--- config.mk ---
export PLATFORM = sky130hd
export DESIGN_NAME = wvenv_mul
export DESIGN_NICKNAME = d
export VERILOG_FILES = /design/src/rtl/wvenv_pkg.sv /design/src/rtl/wvenv_mul.sv
export SDC_FILE = /design/constraint.sdc
export NUM_CORES = 1
export LEC_CHECK = 0
export ABC_AREA = 1
export BUFFER_PORTS_ARGS = -buffer_cell sky130_fd_sc_hd__buf_4
export CORE_UTILIZATION = 35
export DETAILED_ROUTE_END_ITERATION = 6
export PLACE_DENSITY = 0.57
export SLEW_MARGIN = 20
export SYNTH_ARGS = -nofsm -noshare
export SYNTH_HDL_FRONTEND = slang
export SYNTH_SLANG_ARGS = --single-unit
--- constraint.sdc ---
create_clock -name clk -period 5.3 [get_ports clk]
set_input_delay 0.53 -clock clk [delete_from_list [all_inputs] [get_ports clk]]
set_output_delay 0.53 -clock clk [all_outputs]
set_load 0.01 [all_outputs]
--- src/rtl/wvenv_pkg.sv ---
package wvenv_pkg;

    localparam int PHASE_SHIFT = 22;
    localparam int TABLE_AW    = 10;
    localparam int TABLE_DEPTH = 1 << TABLE_AW;
    localparam int SAMPLE_W    = 16;
    localparam int VEL_W       = 7;
    localparam int TICKS_W     = 16;
    localparam int LEVEL_W     = 32;
    localparam int COUNT_W     = TICKS_W + 1;
    localparam int FADE_W      = 17;
    localparam int FMIX_W      = 8;
    localparam int CFG_IDX_W   = 3;
    localparam int CFG_DATA_W  = 16;
    localparam int MUL_W       = 17;
    localparam int PROD_W      = 2 * MUL_W;
    localparam int MUL_CNT_W   = 5;
    localparam int DIV_W       = 34;
    localparam int DIV_CNT_W   = 6;
    localparam int PEAK_SHIFT  = 23;
    localparam int LEVEL_SHIFT = 16;
    localparam int AMP_SHIFT   = 15;

    localparam logic [COUNT_W-1:0] HOLD_TICKS = COUNT_W'(100);
    localparam logic [FADE_W-1:0]  FADE_STEP  = FADE_W'(10);
    localparam logic [FADE_W-1:0]  FADE_END   = FADE_W'(16'hFFFF);
    localparam logic [FMIX_W-1:0]  FMIX_FULL  = 8'hFF;

    typedef enum logic [1:0] {
        REQ_TICK    = 2'd0,
        REQ_NOTE_ON = 2'd1,
        REQ_RELEASE = 2'd2,
        REQ_LOAD    = 2'd3
    } req_type_t;

    typedef enum logic [CFG_IDX_W-1:0] {
        CFG_ATK_SOFT = 3'd0,
        CFG_ATK_HARD = 3'd1,
        CFG_RLS_SOFT = 3'd2,
        CFG_RLS_HARD = 3'd3,
        CFG_VOLUME   = 3'd4,
        CFG_SUS_FRAC = 3'd5
    } cfg_reg_t;

    typedef enum logic [1:0] {
        ENV_ATTACK  = 2'd0,
        ENV_DECAY   = 2'd1,
        ENV_SUSTAIN = 2'd2,
        ENV_RELEASE = 2'd3
    } env_stage_t;

    typedef enum logic [3:0] {
        S_IDLE,
        S_ATK_MUL,
        S_ATK_WAIT,
        S_RLS_MUL,
        S_RLS_WAIT,
        S_SUS_MUL,
        S_SUS_WAIT,
        S_RAMP,
        S_DIV_WAIT,
        S_ENV,
        S_MIX_MUL,
        S_MIX_WAIT,
        S_AMP_MUL,
        S_AMP_WAIT,
        S_EMIT
    } state_t;

    typedef struct packed {
        logic busy;
        logic done;
    } unit_stat_t;

endpackage

--- src/rtl/wvenv_mul.sv ---
module wvenv_mul (
    input  logic                                    clk,
    input  logic                                    rst_n,
    input  logic                                    start,
    input  logic signed [wvenv_pkg::MUL_W-1:0]      a,
    input  logic signed [wvenv_pkg::MUL_W-1:0]      b,
    output wvenv_pkg::unit_stat_t                   stat,
    output logic signed [wvenv_pkg::PROD_W-1:0]     prod
);
    import wvenv_pkg::*;

    // Shift-and-add over the bits of b, LSB first; the sign bit of b weighs negative.
    logic signed [PROD_W-1:0] acc_reg, acc_next;
    logic signed [PROD_W-1:0] a_sh_reg, a_sh_next;
    logic [MUL_W-1:0]         b_sh_reg, b_sh_next;
    logic [MUL_CNT_W-1:0]     cnt_reg, cnt_next;
    logic                     busy_reg, busy_next;
    logic                     done_reg, done_next;
    logic signed [PROD_W-1:0] addend;
    logic                     last;

    always_comb
    begin
        last      = (cnt_reg == MUL_CNT_W'(MUL_W - 1));
        addend    = last ? -a_sh_reg : a_sh_reg;
        acc_next  = acc_reg;
        a_sh_next = a_sh_reg;
        b_sh_next = b_sh_reg;
        cnt_next  = cnt_reg;
        busy_next = busy_reg;
        done_next = 1'b0;
        if (start)
        begin
            acc_next  = '0;
            a_sh_next = PROD_W'(a);
            b_sh_next = b;
            cnt_next  = '0;
            busy_next = 1'b1;
        end
        else if (busy_reg)
        begin
            if (b_sh_reg[0])
            begin
                acc_next = acc_reg + addend;
            end
            a_sh_next = a_sh_reg <<< 1;
            b_sh_next = b_sh_reg >> 1;
            cnt_next  = cnt_reg + MUL_CNT_W'(1);
            if (last)
            begin
                busy_next = 1'b0;
                done_next = 1'b1;
            end
        end
    end

    always_ff @(posedge clk or negedge rst_n)
    begin
        if (!rst_n)
        begin
            busy_reg <= 1'b0;
            done_reg <= 1'b0;
            cnt_reg  <= '0;
        end
        else
        begin
            busy_reg <= busy_next;
            done_reg <= done_next;
            cnt_reg  <= cnt_next;
        end
    end

    always_ff @(posedge clk)
    begin
        acc_reg  <= acc_next;
        a_sh_reg <= a_sh_next;
        b_sh_reg <= b_sh_next;
    end

    assign stat.busy = busy_reg;
    assign stat.done = done_reg;
    assign prod      = acc_reg;

endmodule

# Yosys cells after proc, flatten, opt, wreduce, memory -nomap -nowiden
# Index checks and enable logic that the tools add are counted.
[totals]
ff_bits = 92
inputBits = 37
out_inout_bits = 36
[classes]
add_sub_neg = 3
n_eq_ne = 1
mux = 13
reduce_logical = 2
[ops]
columns = ["cell", "count"]
rows = [
  ["$mux W34", 3],
  ["$add A34 B34 Y34", 1],
  ["$mux W17", 2],
  ["$neg A34 Y34", 1],
  ["$mux W5", 2],
  ["$mux W1", 6],
  ["$add A5 B1 Y5 const B", 1],
  ["$eq A5 B5 Y1 const B", 1],
  ["$reduce_and A2 Y1", 1],
  ["$reduce_bool A2 Y1", 1],
]

# Logic depth before layout (Yosys ltp)
[logic_depth]
ltp_word = 4
ltp_mapped = 23
depth_no_buf = 23

# Worst setup path after synthesis
# Ideal clock, no wire load.
[synth_timing]
kind = "reg-to-reg"
startpoint = "register a_sh_reg[0]"
endpoint = "register acc_reg[31], in the netlist prod[31]"
setup_ns = 0.113
arrival_ns = 2.649
required_ns = 5.187
slack_ns = 2.538
stages_incl_launch_ff = 23
synth_period_minus_slack_ns = 2.762
path_cell_list = "edfxtp_1 -> inv_1 -> ha_1 -> nand4_1 -> inv_2 -> nand3_2 -> inv_2 -> nand3_2 -> nor3_2 -> nor2_1 -> xor2_1 -> ha_1 -> nand2_1 -> nand2_1 -> o21bai_1 -> a21oi_1 -> nor2_1 -> nor2_1 -> nand2_1 -> nand2_1 -> nand2_1 -> o21ai_1 -> inv_1"
[synth_between]
elab_chain_len = 3
[synth_lines]
columns = ["item", "line", "text"]
rows = [
  ["start, declared", "wvenv_mul.sv:14", "logic signed [PROD_W-1:0] a_sh_reg, a_sh_next;"],
  ["start signal, assigned", "wvenv_mul.sv:76", "a_sh_reg <= a_sh_next;"],
  ["$neg A34 Y34", "wvenv_mul.sv:25", "addend = last ? -a_sh_reg : a_sh_reg;"],
  ["$mux W34 *", "wvenv_mul.sv:25", ""],
  ["$add A34 B34 Y34 *", "wvenv_mul.sv:44", "acc_next = acc_reg + addend;"],
  ["end signal, assigned", "wvenv_mul.sv:75", "acc_reg <= acc_next;"],
  ["end, declared", "wvenv_mul.sv:13", "logic signed [PROD_W-1:0] acc_reg, acc_next;"],
]
# Every way passes the cells marked *; elsewhere a longest branch is shown, timed or not.
# A chain may end at the register's enable or synchronous reset.

# Final worst setup path
[layout_timing]
startpoint = "register a_sh_reg[0]"
endpoint = "register acc_reg[29], in the netlist prod[29]"
# Same word-level chain as after synthesis.

==> summary.md <==
| Metric | Value |
|---|---|
| Outcome | complete, but fails checks |
| Failing checks | DRC |
| Fillers | approximately 2000 |
| Layout Skew | 0.00866 ns |
| CP Cell Sequence | inv_1, ha_1, nand4_1, inv_2, nand3_2, inv_2, nand3_2, o21ai_2, o21ai_1, xor2_1, ha_1, a21oi_1, o21ai_1, a21oi_1, nor2_1, nor3_1, nand2_1, nand2_1, nand3_1, nand2_1, inv_1 |
| Num CTS Buffers | 9 |
| Final Critical Period | 3.30 ns |
| Reg2Reg Capture Point | prod[29] |
| 1st-iter DRT viols | roughly 390 |
| Cell mode on critical path | nand2_1 |
| Syn Inst Count | just over 900 |
| Num ports | between 70 and 80 |
| Core area | 0.0181 sq mm |
| PortBufs | around 70 |
| # Post-CTS Setup Buffers | 0 |
| Dpl hpwl | ~13 mm |
| CTS root buf | clkbuf_16 |
| Clock sinks | a little over 90 |
| First-pass DRT Iterations | 7 |
| Clock buffer depth | 2 |
| Min-delay worst type | in -> reg |
| Max cap viols | 0 |
| Synth-to-Final Area Change | 15.9% |
| H-tree depth | 3 |
| First-pass GRT wire length | roughly 29 mm |
| CP endpoint | prod[29] |
| Post-cts resize count | 0 |
| Initial cell density of the core | 0.362 |
| Setup violators final | 0 |
| Final Hold Viols | 0 |
| WP buf/inv | 4 |
| Worst-Margin Slew | about 0.84 ns |
| Die Y | 139 microns |
| Worst setup path start | a_sh_reg[0] |
| Min Hold Slack | ~0.42 ns |
| WL final | approximately 17 mm |
| Critical path fanouts, max | 5 |
| DRC violations left | 2 |
| RD Place Congestion | between 0.8 and 0.9 |
| Synth top area share | 0.233 |
| Fin. max-slew vios | 0 |
| VDD IR max | between 150 and 200 uV |
| Syn Area/Cell | just over 7 sq um |
| Share of cells above drive strength 1 | 0.140 |
| Via count | between 5000 and 6000 |
| Final-stage net count | 1054 |
| Crit Path Class | reg -> reg |
| Max-Slew Margin vs Limit | 0.436 |
| CTS tree | built |
| Footprint of the multi-input gates | 0.00367 sq mm |
| Die area | just under 0.02 sq mm |
| Synth top area cells | edfxtp_1 23%, nand2_1 13%, dfxtp_1 10%, nor2_1 7.8%, ha_1 6.9% |
| Drt wl/cell | between 10 and 15 microns |
| Max Freq | slightly above 300 MHz |
| Sequential element share of the synthesized area | 0.363 |
| Chip width | around 140 microns |
| Slowest-stage cell, CP | edfxtp_1 |
| TNS Setup | 0 ns |
| LEAKAGE | 0.00375 uW |
| Crit. End Element | flip-flop |
| Detail Route Antenna Nets | 0 |
| Clk_lat worst skew | about 0.36 ns |
| Final Core Density | 0.419 |
| Period utilisation layout | 0.623 |
| CP max stage delay | 0.41 ns |
| Mapped Area | 0.00657 sq mm |
| Largest net degree at the start of global routing | 86 |
| Inserted Diodes | 0 |
| CP Depth | 21 |
| Grt total ovfl | 0 |
| RR Startpoint | a_sh_reg[0] |
| Family with the most delay on the worst path | simple AND/OR/NAND/NOR gates |
| CP startpoint kind | flip-flop |
| R2R setup slack | ~2.0 ns |
| Worst EP arrival | between 3 and 4 ns |
| Net Count, Synth | 992 |
| All-Layer GR Usage | 0.187 |
| Library cells used by synthesis | 38 |
| RSZ-0062 raised after global routing | false |
| Reg area | about 0.0024 sq mm |
| Vias in the first global route | 5744 |
| Post-CTS Hold Fix Bufs | 1 |
| Reg clk slew, reported paths | 0.07 ns |
| Critical Path RT | roughly 5.6 ns |
| Post-DR vias/cell | 4.89 |
| Yosys warns | 0 |
| Row Count | 49 |
| Leading area contributor after synthesis | edfxtp_1 |
| Initial antenna violation count | 0 |
| Worst Reg-to-Reg Cells | 21 |
| Yosys reg bits | 92 |
| Power per Cell Area | 289 mW/mm^2 |
## metrics by stage
step	total power, uW	cell area, sq um	setup WS [ns]	instances
global placement	1560	7310	2.08	1197
finish	2200	7610	2.00	1214
global route	2340	7610	1.56	1214
floorplan	1350	6570	2.54	918
CTS	2220	7610	2.02	1214
detailed placement	1560	7310	2.05	1197
## cells in the mapped netlist (all sizes together)
cell type / n
ha: 36
o21a: 1
nand2: 229
a21boi: 5
edfxtp: 51
nor2: 147
o2111ai: 1
nor3: 20
o211ai: 2
a31o: 1
nor4: 2
fa: 1
clkbuf: 18
dfxtp: 34
nand3b: 1
o21bai: 3
a31oi: 4
dfrtp: 7
a21oi: 59
o21ai: 88
buf: 7
nand4: 10
xnor2: 7
xor2: 42
nand3: 34
inv: 108
## how the worst min path moves through the flow
stage,start,end,slack (ns),cells past startpoint
finish,b[16],b_sh_reg[16],0.42,3
CTS,b[16],b_sh_reg[16],0.41,3
floorplan,rst_n,busy_reg,0.23,0
global placement,rst_n,done_reg,0.35,1
global route,b[16],b_sh_reg[16],0.43,3
detailed placement,rst_n,done_reg,0.35,1
## metal layers
| metal | vias up | wire (microns) | global-route usage |
|---|---|---|---|
| met5 | - | 0 | 0 |
| met4 | 0 | 379 | 0.0754 |
| met3 | 19 | 637 | 0.0211 |
| met2 | 118 | 7620 | 0.291 |
| met1 | 2670 | 8520 | 0.264 |
| li1 | 3131 | - | - |
## cell usage in the layout, fill, tap and decap left out, drive strengths merged
cell / instances
nor2: 147
fa: 1
o21bai: 3
buf: 75
clkinv: 2
nor4: 2
inv: 112
o211ai: 2
nand2: 229
dfrtp: 7
nand3: 34
o21ai: 88
dfxtp: 34
xnor2: 7
o2111ai: 1
a31oi: 4
edfxtp: 51
nand4: 10
nor3: 20
o21a: 1
dlygate4sd3: 1
ha: 36
a21oi: 59
clkbuf: 10
nand3b: 1
a21boi: 5
a31o: 1
xor2: 42
## worst register-to-register path, delay by kind of cell, from the launching register on
family          cells  cell delay [ns]
compound gates      5             0.83
xor+xnor            1             0.15
fa+ha+maj           2             0.53
buf+inv             4             0.30
flops               1             0.41
simple gates        9             0.97
## cell families (layout without fill, tap and decap cells)
logic type	Yosys count	count (layout)	share of synthesized area
AO/OA/AOI/OAI	164	164	0.135
XOR/XNOR	49	49	0.0653
adder cells (fa/ha/maj)	37	37	0.0716
buffers and inverters	133	200	0.0783
flip-flops	92	92	0.363
AND/OR/NAND/NOR	443	443	0.286
## final cells by class
cell class,instances,area share
inverter,108,0.0533
multi-input combinational,693,0.482
timing repair buffer,76,0.0753
tap,229,0.0376
clock inverter,6,0.00674
sequential,92,0.314
clock buffer,10,0.0314
## report_power, final
part           switching (uW)  total (uW)  internal, uW
combinational             406         655           249
sequential               62.5         891           829
clock                     313         653           340
total                     782        2200          1420
(Power assumes the default switching activity.)
