### src/rtl/wvenv_pkg.sv
package wvenv_pkg;

    localparam int PHASE_SHIFT = 22;
    localparam int TABLE_AW    = 10;
    localparam int TABLE_DEPTH = 1 << TABLE_AW;
    localparam int SAMPLE_W    = 16;
    localparam int VEL_W       = 7;
    localparam int TICKS_W     = 16;
    localparam int LEVEL_W     = 32;
    localparam int COUNT_W     = TICKS_W + 1;
    localparam int FADE_W      = 17;
    localparam int FMIX_W      = 8;
    localparam int CFG_IDX_W   = 3;
    localparam int CFG_DATA_W  = 16;
    localparam int MUL_W       = 17;
    localparam int PROD_W      = 2 * MUL_W;
    localparam int MUL_CNT_W   = 5;
    localparam int DIV_W       = 34;
    localparam int DIV_CNT_W   = 6;
    localparam int PEAK_SHIFT  = 23;
    localparam int LEVEL_SHIFT = 16;
    localparam int AMP_SHIFT   = 15;

    localparam logic [COUNT_W-1:0] HOLD_TICKS = COUNT_W'(100);
    localparam logic [FADE_W-1:0]  FADE_STEP  = FADE_W'(10);
    localparam logic [FADE_W-1:0]  FADE_END   = FADE_W'(16'hFFFF);
    localparam logic [FMIX_W-1:0]  FMIX_FULL  = 8'hFF;

    typedef enum logic [1:0] {
        REQ_TICK    = 2'd0,
        REQ_NOTE_ON = 2'd1,
        REQ_RELEASE = 2'd2,
        REQ_LOAD    = 2'd3
    } req_type_t;

    typedef enum logic [CFG_IDX_W-1:0] {
        CFG_ATK_SOFT = 3'd0,
        CFG_ATK_HARD = 3'd1,
        CFG_RLS_SOFT = 3'd2,
        CFG_RLS_HARD = 3'd3,
        CFG_VOLUME   = 3'd4,
        CFG_SUS_FRAC = 3'd5
    } cfg_reg_t;

    typedef enum logic [1:0] {
        ENV_ATTACK  = 2'd0,
        ENV_DECAY   = 2'd1,
        ENV_SUSTAIN = 2'd2,
        ENV_RELEASE = 2'd3
    } env_stage_t;

    typedef enum logic [3:0] {
        S_IDLE,
        S_ATK_MUL,
        S_ATK_WAIT,
        S_RLS_MUL,
        S_RLS_WAIT,
        S_SUS_MUL,
        S_SUS_WAIT,
        S_RAMP,
        S_DIV_WAIT,
        S_ENV,
        S_MIX_MUL,
        S_MIX_WAIT,
        S_AMP_MUL,
        S_AMP_WAIT,
        S_EMIT
    } state_t;

    typedef struct packed {
        logic busy;
        logic done;
    } unit_stat_t;

endpackage

### src/rtl/wvenv_div.sv
module wvenv_div (
    input  logic                                    clk,
    input  logic                                    rst_n,
    input  logic                                    start,
    input  logic signed [wvenv_pkg::DIV_W-1:0]      dividend,
    input  logic [wvenv_pkg::COUNT_W-1:0]           divisor,
    output wvenv_pkg::unit_stat_t                   stat,
    output logic [wvenv_pkg::LEVEL_W-1:0]           quot
);
    import wvenv_pkg::*;

    // Restoring division of magnitudes, one quotient bit per cycle; the
    // quotient bits shift into the low end of the dividend register.
    logic [DIV_W-1:0]     work_reg, work_next;
    logic [COUNT_W-1:0]   rem_reg, rem_next;
    logic [COUNT_W-1:0]   dvs_reg, dvs_next;
    logic                 neg_reg, neg_next;
    logic [DIV_CNT_W-1:0] cnt_reg, cnt_next;
    logic                 busy_reg, busy_next;
    logic                 done_reg, done_next;
    logic [COUNT_W:0]     trial;
    logic                 fits;
    logic [DIV_W-1:0]     qfull;

    always_comb
    begin
        trial     = {rem_reg, work_reg[DIV_W-1]};
        fits      = (trial >= {1'b0, dvs_reg});
        work_next = work_reg;
        rem_next  = rem_reg;
        dvs_next  = dvs_reg;
        neg_next  = neg_reg;
        cnt_next  = cnt_reg;
        busy_next = busy_reg;
        done_next = 1'b0;
        if (start)
        begin
            work_next = dividend[DIV_W-1] ? DIV_W'(-dividend) : DIV_W'(dividend);
            rem_next  = '0;
            dvs_next  = divisor;
            neg_next  = dividend[DIV_W-1];
            cnt_next  = '0;
            busy_next = 1'b1;
        end
        else if (busy_reg)
        begin
            rem_next  = fits ? COUNT_W'(trial - {1'b0, dvs_reg}) : COUNT_W'(trial);
            work_next = {work_reg[DIV_W-2:0], fits};
            cnt_next  = cnt_reg + DIV_CNT_W'(1);
            if (cnt_reg == DIV_CNT_W'(DIV_W - 1))
            begin
                busy_next = 1'b0;
                done_next = 1'b1;
            end
        end
        qfull = neg_reg ? (DIV_W'(0) - work_reg) : work_reg;
    end

    always_ff @(posedge clk or negedge rst_n)
    begin
        if (!rst_n)
        begin
            busy_reg <= 1'b0;
            done_reg <= 1'b0;
            cnt_reg  <= '0;
        end
        else
        begin
            busy_reg <= busy_next;
            done_reg <= done_next;
            cnt_reg  <= cnt_next;
        end
    end

    always_ff @(posedge clk)
    begin
        work_reg <= work_next;
        rem_reg  <= rem_next;
        dvs_reg  <= dvs_next;
        neg_reg  <= neg_next;
    end

    assign stat.busy = busy_reg;
    assign stat.done = done_reg;
    assign quot      = qfull[LEVEL_W-1:0];

endmodule

### config.mk
export PLATFORM = sky130hd
export DESIGN_NAME = wvenv_div
export DESIGN_NICKNAME = d
export VERILOG_FILES = /design/src/rtl/wvenv_pkg.sv /design/src/rtl/wvenv_div.sv
export SDC_FILE = /design/constraint.sdc
export NUM_CORES = 1
export LEC_CHECK = 0
export BUFFER_PORTS_ARGS = -buffer_cell sky130_fd_sc_hd__buf_2
export CAP_MARGIN = 20
export CORE_ASPECT_RATIO = 1.25
export CORE_MARGIN = 2
export CORE_UTILIZATION = 55
export CTS_CLUSTER_DIAMETER = 50
export DETAILED_ROUTE_END_ITERATION = 7
export GPL_TIMING_DRIVEN = 1
export PLACE_DENSITY = 0.86
export REMOVE_ABC_BUFFERS = 1
export SLEW_MARGIN = 30
export SYNTH_ARGS = -nofsm -noshare
export SYNTH_HDL_FRONTEND = slang
export SYNTH_SLANG_ARGS = --single-unit
### constraint.sdc
create_clock -name clk -period 3.6 [get_ports clk]
set_clock_uncertainty 0.05 [all_clocks]
set_input_delay 0.54 -clock clk [delete_from_list [all_inputs] [get_ports clk]]
set_output_delay 0.54 -clock clk [all_outputs]
set_load 0.02 [all_outputs]
=== Word-level counts from Yosys, hierarchy flattened ===
Index checks and enable logic that the tools add are counted.

* Output and inout port bits: 34
* Register bits: 77
* Logic and storage cells: 27
* Bits of input ports: 54

* $lt $le $gt $ge: 1
* Reductions and logical operators: 1
* Equal/unequal tests: 1
* Add/sub/neg operators: 4
* Multiplexer cells: 13

{| class="wikitable"
|+ Operators with widths
! cell !! count
|-
| $mux W34 || 3
|-
| $neg A34 Y34 || 1
|-
| $mux W32 || 1
|-
| $sub A1 B32 Y32 const A || 1
|-
| $ge A18 B17 Y1 || 1
|-
| $mux W17 || 1
|-
| $sub A17 B17 Y17 || 1
|-
| $mux W6 || 2
|-
| $add A6 B1 Y6 const B || 1
|-
| $eq A6 B6 Y1 const B || 1
|-
| $mux W1 || 6
|-
| $reduce_bool A2 Y1 || 1
|}

=== Logic depth before layout (Yosys ltp) ===
Gate-level depths: netlist (run 1).

* Depth after elaboration: 4
* Gate-level depth with buffers: 11
* Depth with buffers taken out: 10

=== Worst setup path before layout (run 1) ===
Ideal clock, no wire load.

* Kind: register to output
* Start point: reg work_reg[16]
* End point: out quot[29] (netlist bit)
* Data required time: 3.010 ns
* Cell stages (with the launch flop): 7
* Data arrival time: 2.367 ns
* Path slack: 0.643 ns
* Path buffers: 0
* Cells stage by stage: edfxtp_1 or3_1 or3_1 or3_4 or3_4 o41ai_4 xnor2_1

* Word-level cells in the longest chain between the ends: 2

{| class="wikitable"
|+ RTL lines
! item !! line !! RTL
|-
| start: declaration || wvenv_div.sv:14 || <nowiki>logic [DIV_W-1:0] work_reg, work_next;</nowiki>
|-
| start signal: assignment || wvenv_div.sv:77 || <nowiki>work_reg <= work_next;</nowiki>
|-
| $sub A1 B32 Y32 || wvenv_div.sv:56 || <nowiki>qfull = neg_reg ? (DIV_W'(0) - work_reg) : work_reg;</nowiki>
|-
| $mux W32 || wvenv_div.sv:56 ||
|-
| end: declaration || wvenv_div.sv:8 || <nowiki>output logic [wvenv_pkg::LEVEL_W-1:0] quot</nowiki>
|}

No other way between the ends.

=== Worst setup path after layout (run 1) ===
* Start point: reg work_reg[15]
* End point: out quot[31] (netlist bit)

The elaborated chain is that of the path after synthesis.

==> results.md, run 1 <==
* Worst-Skew Late Latency at around 340 ps
* Crit Reg-Reg Startpoint: work_reg[33]$_DFFE_PP_
* Slew headroom at 53.3%
* Routed Antenna Nets at 0
* Max layer used: met4
* Global-route wire length before repair at about 22000 um
* Aggregate negative setup slack at 0 ps
* Layout cell share with drive strength beyond 1 at between 10% and 20%
* Area Growth Syn to Fin at 16.1%
* Worst setup EP type: output pin
* Cell area after synthesis at 5420 um^2
* Die width at roughly 93 um
* Root Driver: clkbuf_16
* TritonCTS clock tree: yes
* Initial DRC count at 323
* Crit path time final at approximately 3500 ps
* Overflow after GRT at 0
* Routed vias/inst at 6.07
* Worst-path clk slew at about 60 ps
* GRT Total Usage at around 25%
* Sink Count at 77
* Number of I/O pins at just under 90
* Max Root-Sink Buffers at 2
* Post-Syn Area per Cell at roughly 9 um^2
* First drt pass iteration count at 4
* GP Congestion at ~0.90
* Req. time, crit path at around 3000 ps
* Maximum clock frequency at about 280 MHz
* Slew of the pin with the lowest slew margin at approximately 700 ps
* RSZ-0062 raised after global routing: no
* Metal-1 WL at 5140 um
* DRT Wirelength at 13100 um
* Hold Fails Final Rpt at 0
* Via Count at 4907
* Pwr dens at slightly above 400 nW/um^2
* Met2 WL post-DR at 6880 um
* Ant. Diodes at 0
* Worst Setup SP: work_reg[15]$_DFFE_PP_
* Port bufs at 87
* CP Launch Type: flop
* Worst-case vdd ir drop at between 0.2 and 0.3 mV
* Asr flop ratio synth at roughly 10%
* DRC at 0
* Sequential-to-total area share from yosys stat at between 30% and 40%
* H-tree depth at 3
* Worst Path Max Fanout at 5
* Hold WS at about 320 ps
* Signal arrival time at the worst endpoint at 2960 ps
* Max reg flops at 34
* Worst slack, placed at around 320 ps
* Tcrit/Tclk final at 98.5%
* Cell variety after synth at 58
* WS Path Type: flop to output pin
* Final setup vio count at 0
* Leakage at between 2 and 3 nW
* Dominant synthesized flop cell: edfxtp_1
* Final #Nets at between 700 and 800
* Status: finished, final reports clean
* Hold Crit Start: divisor[8]
* Vias in the first global route at about 4.8k
* Post-synth top area cell: edfxtp_1
* Yosys warns at 0
* Worst hold path class: input pin to flop
* Row cnt at 40
* Initial antenna violation count at 0
* Routed length per instance at approximately 16 um
* Cts bufs inserted at 9
* Die Y at 115 um
* #FFs+latches synth at between 70 and 80
* Fin. max-slew vios at 0
* Post-DP HPWL at roughly 9600 um
* Total Die Area at 10700 um^2
* Number of synthesized flops with an enable pin at 52
* Max-cap violations at 0
* Worst setup margin at 53.8 ps
* Cell count after synthesis at 600
* Core footprint at roughly 9600 um^2
* DR WL met3 at ~700 um
* Effective utilization at floorplan at a little under three fifths
* Top cells by area, synth: edfxtp_1 (29%), xnor2_1 (6.3%), xor2_1 (6.3%)
* Top cell type's share of synthesized area at 28.8%
* Largest net degree at the start of global routing at between 70 and 80
[cells in the mapped netlist, types with 4 or more instances]
library cell and count:
nor2_1 65, a21oi_1 52, edfxtp_1 52, nand2_1 46, xnor2_1 39, xor2_1 39, inv_1 30, o21ai_0 30
clkbuf_1 25, ha_1 21, dfxtp_1 17, o31ai_1 16, or4_1 12, or3_1 11, nand3_1 10, mux2i_1 9
a211oi_1 8, dfrtp_1 8, nand4_1 8, o21a_1 8, nor3_1 7, o211ai_1 7, o41ai_1 7, a21o_1 4
nand2b_1 4, nor2b_1 4, nor4_1 4, or2_2 4
[through the flow]
stage	power, mW	utilization [%]	instance area, um^2	instances
after global placement	1.68	62.0	5960	791
after CTS	2.56	65.1	6260	808
after floorplan	1.48	-	5290	568
after global routing	2.66	65.5	6290	809
final	2.56	65.5	6290	809
after detailed placement	1.70	62.0	5960	791
[critical path, stage by stage (launching register included)]
cell	delay (ps)
edfxtp_1	440
or3_1	380
or3_1	330
or3_4	420
or3_4	400
o31ai_4	220
xnor2_1	200
buf_2	220
[cell usage in the layout (no fill, tap or decap), types with 3 or more instances in the layout]
cell	n
a211o_1	3
a211oi_1	8
a21o_1	4
a21oi_1	52
a311oi_1	3
a32oi_1	3
buf_2	85
buf_4	13
clkbuf_16	9
dfrtp_1	8
dfxtp_1	17
edfxtp_1	52
ha_1	21
inv_1	30
mux2i_1	9
nand2_1	46
nand2b_1	4
nand3_1	10
nand4_1	8
nor2_1	65
nor2b_1	4
nor3_1	5
nor4_1	4
o211ai_1	7
o21a_1	8
o21ai_0	29
o31ai_1	16
o41ai_1	7
or2_2	4
or3_1	11
or4_1	12
xnor2_1	39
xor2_1	39
[path summary, 6_finish.rpt]
| path | end | slack, ps | cells past startpoint |
|---|---|---|---|
| max | quot[31] | 50 | 7 |
| min | dvs_reg[8]$_DFFE_PP_ | 320 | 1 |
| max reg2reg | rem_reg[0]$_SDFFE_PP0P_ | 430 | 10 |
| min reg2reg | rem_reg[9]$_SDFFE_PP0P_ | 460 | 2 |
| max in group asynchronous | done_reg$_DFF_PN0_ | 2800 | 2 |
| min in group asynchronous | cnt_reg[0]$_DFFE_PN0P_ | 520 | 2 |
[per-layer routing]
layer | vias to the layer above | GRT usage, %
met4 | 0 | 12.4
met1 | 2336 | 30.2
met5 | - | 0
met3 | 39 | 2.95
met2 | 177 | 45.6
li1 | 2355 | -
[logic make-up (layout without fill, tap and decap cells)]
group	Yosys count	after routing	synth area share [%]
mux	9	9	1.66
fa+ha+maj	22	22	5.22
compound gates	164	164	20.1
simple gates	188	188	17.1
buf+inv	62	145	4.55
flops	77	77	38.8
xor+xnor	78	78	12.6
[final cells by class]
| class | count | area [um^2] |
|---|---|---|
| fill | 814 | 3320 |
| multi-input combinational | 461 | 3110 |
| tap | 126 | 158 |
| clock buffer | 12 | 256 |
| sequential | 77 | 2100 |
| inverter | 30 | 113 |
| clock inverter | 4 | 22.5 |
| timing repair buffer | 99 | 533 |
[what timing repair did]
action                                  4_1_cts  5_1_grt
pin swaps                                     0        1
hold endpoints to repair                      8        0
hold buffers                                  1        0
setup buffers                                 0        1
endpoints found under the setup margin        3        6
resized for setup                             2        5
[power by group]
part	internal, mW	switching, mW	total (mW)
combinational	0.238	0.358	0.596
sequential	1.03	0.0818	1.11
clock	0.501	0.351	0.852
total	1.77	0.790	2.56
(Power assumes the default switching activity.)
==> run 2: changes to the inputs <==
--- a/config.mk
+++ b/config.mk
@@ -7,13 +7,15 @@
 export LEC_CHECK = 0
 export BUFFER_PORTS_ARGS = -buffer_cell sky130_fd_sc_hd__buf_2
 export CAP_MARGIN = 20
+export CELL_PAD_IN_SITES_DETAIL_PLACEMENT = 0
+export CELL_PAD_IN_SITES_GLOBAL_PLACEMENT = 1
 export CORE_ASPECT_RATIO = 1.25
 export CORE_MARGIN = 2
-export CORE_UTILIZATION = 55
+export CORE_UTILIZATION = 44
 export CTS_CLUSTER_DIAMETER = 50
 export DETAILED_ROUTE_END_ITERATION = 7
 export GPL_TIMING_DRIVEN = 1
-export PLACE_DENSITY = 0.86
+export PLACE_DENSITY = 0.81
 export REMOVE_ABC_BUFFERS = 1
 export SLEW_MARGIN = 30
 export SYNTH_ARGS = -nofsm -noshare
==> run 2 against run 1 <==
Net effect: wire length grew 1.7%; critical path depth stayed put; critical endpoint is now quot[28]; sequential share of layout area fell by 0.28 points; via count is 5.3% lower; critical path type unchanged.
==> results.md, run 2 (synthesis results as in run 1) <==
* Worst-case vdd ir drop at 0.294 mV (was 0.280 mV)
* WS Path Type: flop to output pin (unchanged)
* Crit path time final at 3420 ps (was 3550 ps)
* CP Launch Type: flop (unchanged)
* Pwr Total at 2.60 mW (was 2.56 mW)
* FF+latch area at 2100 um^2 (unchanged)
* Port bufs at 87 (unchanged)
* Hold Fails Final Rpt at 0 (unchanged)
* Routed length per instance at 15.7 um (was 16.3 um)
* TritonCTS clock tree: yes (unchanged)
* Area Growth Syn to Fin at 17.0% (was 16.1%)
* Routed Antenna Nets at 0 (unchanged)
* Largest net degree at the start of global routing at 55 (was 72)
* Slew headroom at 50.7% (was 53.3%)
* Routed vias/inst at 5.47 (was 6.07)
* First drt pass iteration count at 4 (unchanged)
* Worst-path clk slew at 60 ps (about the same)
* Number of I/O pins at 88 (unchanged)
* Commonest non-fill, non-tap cells in the layout: buf_2 (86), nor2_1 (65), a21oi_1 (52), edfxtp_1 (52), nand2_1 (46) (was buf_2 (85), nor2_1 (65), a21oi_1 (52), edfxtp_1 (52), nand2_1 (46))
* Max reg flops at 34 (unchanged)
* Worst Setup SP: work_reg[15]$_DFFE_PP_ (unchanged)
* Row cnt at 45 (was 40)
* Worst setup EP type: output pin (unchanged)
* Via Count at 4647 (was 4907)
* Root Driver: clkbuf_16 (unchanged)
* Tcrit/Tclk final at 95.0% (was 98.5%)
* DRC at 0 (unchanged)
* Final #Nets at 757 (was 754)
* Multi-input logic area at 3080 um^2 (was 3110 um^2)
* Vias in the first global route at 4596 (was 4798)
* Crit Reg-Reg Startpoint: work_reg[33]$_DFFE_PP_ (unchanged)
* RSZ-0062 raised after global routing: no (unchanged)
* FILL cells at 1152 (was 814)
* DRT Wirelength at 13400 um (was 13100 um)
* Effective utilization at floorplan at 44.8% (was 56.4%)
* Worst Path Max Fanout at 4 (was 5)
* Ant. Diodes at 0 (unchanged)
* Final setup vio count at 0 (unchanged)
* Leakage at 2.55 nW (was 2.54 nW)
* Commonest non-fill, non-tap cell in the layout: buf_2 (unchanged)
* Sink Count at 77 (unchanged)
* Global-route wire length before repair at 21800 um (about the same)
* Post-DP HPWL at 10000 um (was 9600 um)
* GP Congestion at 0.899 (was 0.903)
* Hold Crit Start: divisor[10] (was divisor[8])
* H-tree depth at 3 (unchanged)
* Cts bufs inserted at 9 (unchanged)
* Fin. max-slew vios at 0 (unchanged)
* Layout cell share with drive strength beyond 1 at 19.1% (was 18.9%)
* Max Root-Sink Buffers at 2 (unchanged)
* Signal arrival time at the worst endpoint at 2830 ps (was 2960 ps)
* Total Die Area at 13200 um^2 (was 10700 um^2)
* Post-DP Area at 6020 um^2 (was 5960 um^2)
* Die Y at 128 um (was 115 um)
* Initial antenna violation count at 0 (unchanged)
* Pwr dens at 410 nW/um^2 (was 407 nW/um^2)
* Final std cells w/o fill at 850 (was 809)
* Aggregate negative setup slack at 0 ps (unchanged)
* Worst hold path class: input pin to flop (unchanged)
* Hold WS at 319 ps (was 320 ps)
* Overflow after GRT at 0 (unchanged)
* Core footprint at 12100 um^2 (was 9610 um^2)
* Req. time, crit path at 3010 ps (about the same)
* Max-cap violations at 0 (unchanged)
* Worst-Skew Late Latency at 340 ps (about the same)
* Initial DRC count at 141 (was 323)
* GRT Total Usage at 21.4% (was 25.4%)
* Maximum clock frequency at 292 MHz (was 282 MHz)
* Slew of the pin with the lowest slew margin at 720 ps (was 701 ps)
* Placed cells at 831 (was 791)
* Finished Cell Area at 6340 um^2 (was 6290 um^2)
* Die width at 103 um (was 92.8 um)
* Status: finished, final reports clean (unchanged)
[run 2: worst max-delay path: stages, from the launching register on]
cell,delay [ps]
edfxtp_1,430
or3_1,370
or3_1,330
or3_1,390
or4_1,530
o21ai_2,140
xnor2_1,120
buf_2,180
[run 2: path summary, 6_finish.rpt]
| path | slack, ps | cells past startpoint | end |
|---|---|---|---|
| max | 180 | 7 | quot[28] |
| min | 320 | 1 | dvs_reg[10]$_DFFE_PP_ |
| max reg2reg | 370 | 10 | rem_reg[15]$_SDFFE_PP0P_ |
| min reg2reg | 450 | 2 | rem_reg[4]$_SDFFE_PP0P_ |
| max in group asynchronous | 2810 | 2 | cnt_reg[1]$_DFFE_PN0P_ |
| min in group asynchronous | 520 | 2 | cnt_reg[4]$_DFFE_PN0P_ |
[run 2: where the power goes]
part           total, mW  internal (mW)  switching [mW]
combinational      0.584          0.235           0.348
sequential          1.11           1.03          0.0757
clock              0.913          0.554           0.359
total               2.60           1.82           0.783
[run 2: metal layers]
| layer | GRT usage (%) | routed length, um | vias up |
|---|---|---|---|
| met5 | 0 | 0 | - |
| met4 | 8.44 | 278 | 0 |
| met3 | 5.18 | 618 | 20 |
| met2 | 37.3 | 6880 | 105 |
| met1 | 24.8 | 5590 | 2169 |
| li1 | - | - | 2353 |
[run 2: what timing repair did]
action	in CTS	in global routing
hold buffers	1	0
setup endpoints to repair	2	1
buffers inserted	0	2
pin swaps	0	1
endpoints found under the hold margin	8	0
resized for setup	1	0
[run 2: through the flow]
step / utilization (%) / setup slack [ps]
after global placement: 49.7 / 376
after CTS: 52.3 / 62.3
final: 52.4 / 179
after detailed placement: 49.7 / 288
after global routing: 52.4 / 22.3
after floorplan: - / 575
[run 2: layout make-up]
cell class                 count  share of cell area, %
clock inverter                 4                  0.750
timing repair buffer         102                   8.72
sequential                    77                   33.1
multi-input combinational    461                   48.5
tap                          164                   3.24
clock buffer                  12                   3.89
inverter                      30                   1.78
==> run 3: changes to the inputs <==
--- a/config.mk
+++ b/config.mk
@@ -16,7 +16,6 @@
 export DETAILED_ROUTE_END_ITERATION = 7
 export GPL_TIMING_DRIVEN = 1
 export PLACE_DENSITY = 0.81
-export REMOVE_ABC_BUFFERS = 1
 export SLEW_MARGIN = 30
 export SYNTH_ARGS = -nofsm -noshare
 export SYNTH_HDL_FRONTEND = slang
==> run 3 against run 2 <==
Net effect: critical endpoint unchanged; worst hold slack improved by 3.6 ps; critical path depth unchanged; critical path type unchanged; global-route usage fell by 0.098 points; final area increased by 0.71%; final cell count is 0.24% higher; largest power group unchanged; register-to-register slack improved by 230 ps; setup slack worse by 110 ps; count of clock-buffer cells in the layout is 1 lower.
==> results.md, run 3 (synthesis results as in run 1) <==
* Post-DP HPWL at 9930 um (was 10000 um)
* Initial DRC count at 165 (was 141)
* Hold Fails Final Rpt at 0 (unchanged)
* RSZ-0062 raised after global routing: no (unchanged)
* Req. time, crit path at 3010 ps (about the same)
* Layout cell share with drive strength beyond 1 at 19.8% (was 19.1%)
* Port bufs at 87 (unchanged)
* DRT Wirelength at 13600 um (was 13400 um)
* Finished Core Util at 52.8% (was 52.4%)
* Largest net degree at the start of global routing at 66 (was 55)
* DRC at 0 (unchanged)
* Leakage at 2.58 nW (was 2.55 nW)
* CP Launch Type: flop (unchanged)
* Status: finished, final reports clean (unchanged)
* Number of I/O pins at 88 (unchanged)
* FF-to-FF path depth at 11 (was 10)
* Maximum clock frequency at 283 MHz (was 292 MHz)
* Initial antenna violation count at 0 (unchanged)
* Worst Path Max Fanout at 4 (unchanged)
* Routed length per instance at 16.0 um (was 15.7 um)
* WS Path Type: flop to output pin (unchanged)
* Signal arrival time at the worst endpoint at 2940 ps (was 2830 ps)
* Die width at 103 um (unchanged)
* Overflow after GRT at 0 (unchanged)
* Via Count at 4739 (was 4647)
* Postcts setup bufs at 0 (unchanged)
* Core footprint at 12100 um^2 (unchanged)
* Crit Reg-Reg Startpoint: work_reg[33]$_DFFE_PP_ (unchanged)
* GP Congestion at 0.842 (was 0.899)
* First drt pass iteration count at 4 (unchanged)
* R2R Path End: rem_reg[2]$_SDFFE_PP0P_ (was rem_reg[15]$_SDFFE_PP0P_)
* GRT Total Usage at 21.3% (was 21.4%)
* Aggregate negative setup slack at 0 ps (unchanged)
* Total Die Area at 13200 um^2 (unchanged)
* Cts bufs inserted at 9 (unchanged)
* FILL cells at 1164 (was 1152)
* Global-route wire length before repair at 22100 um (was 21800 um)
* Root Driver: clkbuf_16 (unchanged)
* Syn nets at approximately 680
* R2R setup slack at 600 ps (was 370 ps)
* H-tree depth at 3 (unchanged)
* TritonCTS clock tree: yes (unchanged)
* Final #Nets at 759 (was 757)
* Hold Path Depth at 1 (unchanged)
* Max Root-Sink Buffers at 2 (unchanged)
* Row cnt at 45 (unchanged)
* Fin. max-slew vios at 0 (unchanged)
* Worst-path clk slew at 60 ps (about the same)
* Sink Count at 77 (unchanged)
* Ant. Diodes at 0 (unchanged)
* Worst setup EP type: output pin (unchanged)
* Min-Delay Endpoint: dvs_reg[0]$_DFFE_PP_ (was dvs_reg[10]$_DFFE_PP_)
* Slew headroom at 43.2% (was 50.7%)
* Commonest non-fill, non-tap cells in the layout: buf_2 (86), nor2_1 (65), a21oi_1 (52), edfxtp_1 (52), nand2_1 (46) (unchanged)
* Vias in the first global route at 4711 (was 4596)
* Max-cap violations at 0 (unchanged)
* Crit path time final at 3530 ps (was 3420 ps)
* Tcrit/Tclk final at 98.0% (was 95.0%)
* Die Y at 128 um (unchanged)
* Final setup vio count at 0 (unchanged)
* Worst-Skew Late Latency at 340 ps (about the same)
* Worst hold path class: input pin to flop (unchanged)
* Hold Crit Start: divisor[0] (was divisor[10])
* Routed vias/inst at 5.56 (was 5.47)
* Commonest non-fill, non-tap cell in the layout: buf_2 (unchanged)
* Slew of the pin with the lowest slew margin at 849 ps (was 720 ps)
* Worst-case vdd ir drop at 0.188 mV (was 0.294 mV)
* Effective utilization at floorplan at 44.8% (unchanged)
* Routed Antenna Nets at 0 (unchanged)
* Area Growth Syn to Fin at 17.9% (was 17.0%)
* Pwr dens at 417 nW/um^2 (was 410 nW/um^2)
* Max reg flops at 34 (unchanged)
[run 3: changes by cell type in the layout (fill, tap and decap cells not counted), sizes merged]
cell / delta
buf: +2
clkbuf: -1
clkinv: +1
[run 3: how the worst max path moves through the flow]
stage	from	cells past startpoint	to	slack, ps
after floorplan	work_reg[16]$_DFFE_PP_	6	quot[29]	640
after global placement	work_reg[16]$_DFFE_PP_	7	quot[28]	470
after detailed placement	work_reg[16]$_DFFE_PP_	7	quot[28]	390
after CTS	work_reg[16]$_DFFE_PP_	7	quot[28]	20
after global routing	work_reg[16]$_DFFE_PP_	7	quot[28]	20
final	work_reg[16]$_DFFE_PP_	7	quot[28]	70
[run 3: repair_timing]
action / CTS / global route
resized for setup: 0 / 3
setup endpoints to repair: 0 / 8
hold endpoints to repair: 8 / 0
hold buffers: 1 / 0
[run 3: cell type report]
cell class / count / area (um^2) / area share [%]
clock buffer: 11 / 264 / 4.13
sequential: 77 / 2100 / 32.9
multi-input combinational: 461 / 3080 / 48.2
inverter: 30 / 113 / 1.76
clock inverter: 5 / 56.3 / 0.881
timing repair buffer: 104 / 568 / 8.89
tap: 164 / 205 / 3.21
[run 3: routing by layer]
layer / wire length (um) / vias to the layer above / global-route usage, %
met3: 568 / 32 / 2.24
met2: 7060 / 123 / 37.6
met1: 5500 / 2232 / 24.9
met4: 465 / 0 / 11.0
met5: 0 / - / 0
li1: - / 2352 / -
[run 3: where the power goes]
group          internal [mW]  total, mW  switching [mW]
sequential              1.03       1.10          0.0751
combinational          0.236      0.588           0.352
clock                  0.597      0.973           0.376
[run 3: worst max-delay path: stages (launching register included)]
cell and delay [ps]:
edfxtp_1 440, or3_1 420, or3_1 350, or3_1 420, or4_4 540, o21ai_2 140, xnor2_1 130, buf_2 180
[run 3: stage by stage]
stage | std cells | total power [mW] | setup slack [ps] | hold slack, ps | instance area [um^2]
2_1_floorplan | 600 | 1.50 | 643 | 194 | 5420
3_3_place_gp | 835 | 1.70 | 472 | 340 | 6050
3_5_place_dp | 835 | 1.71 | 387 | 342 | 6050
4_1_cts | 852 | 2.69 | 21.0 | 312 | 6380
5_1_grt | 852 | 2.78 | 16.9 | 317 | 6390
6_report | 852 | 2.67 | 71.9 | 322 | 6390
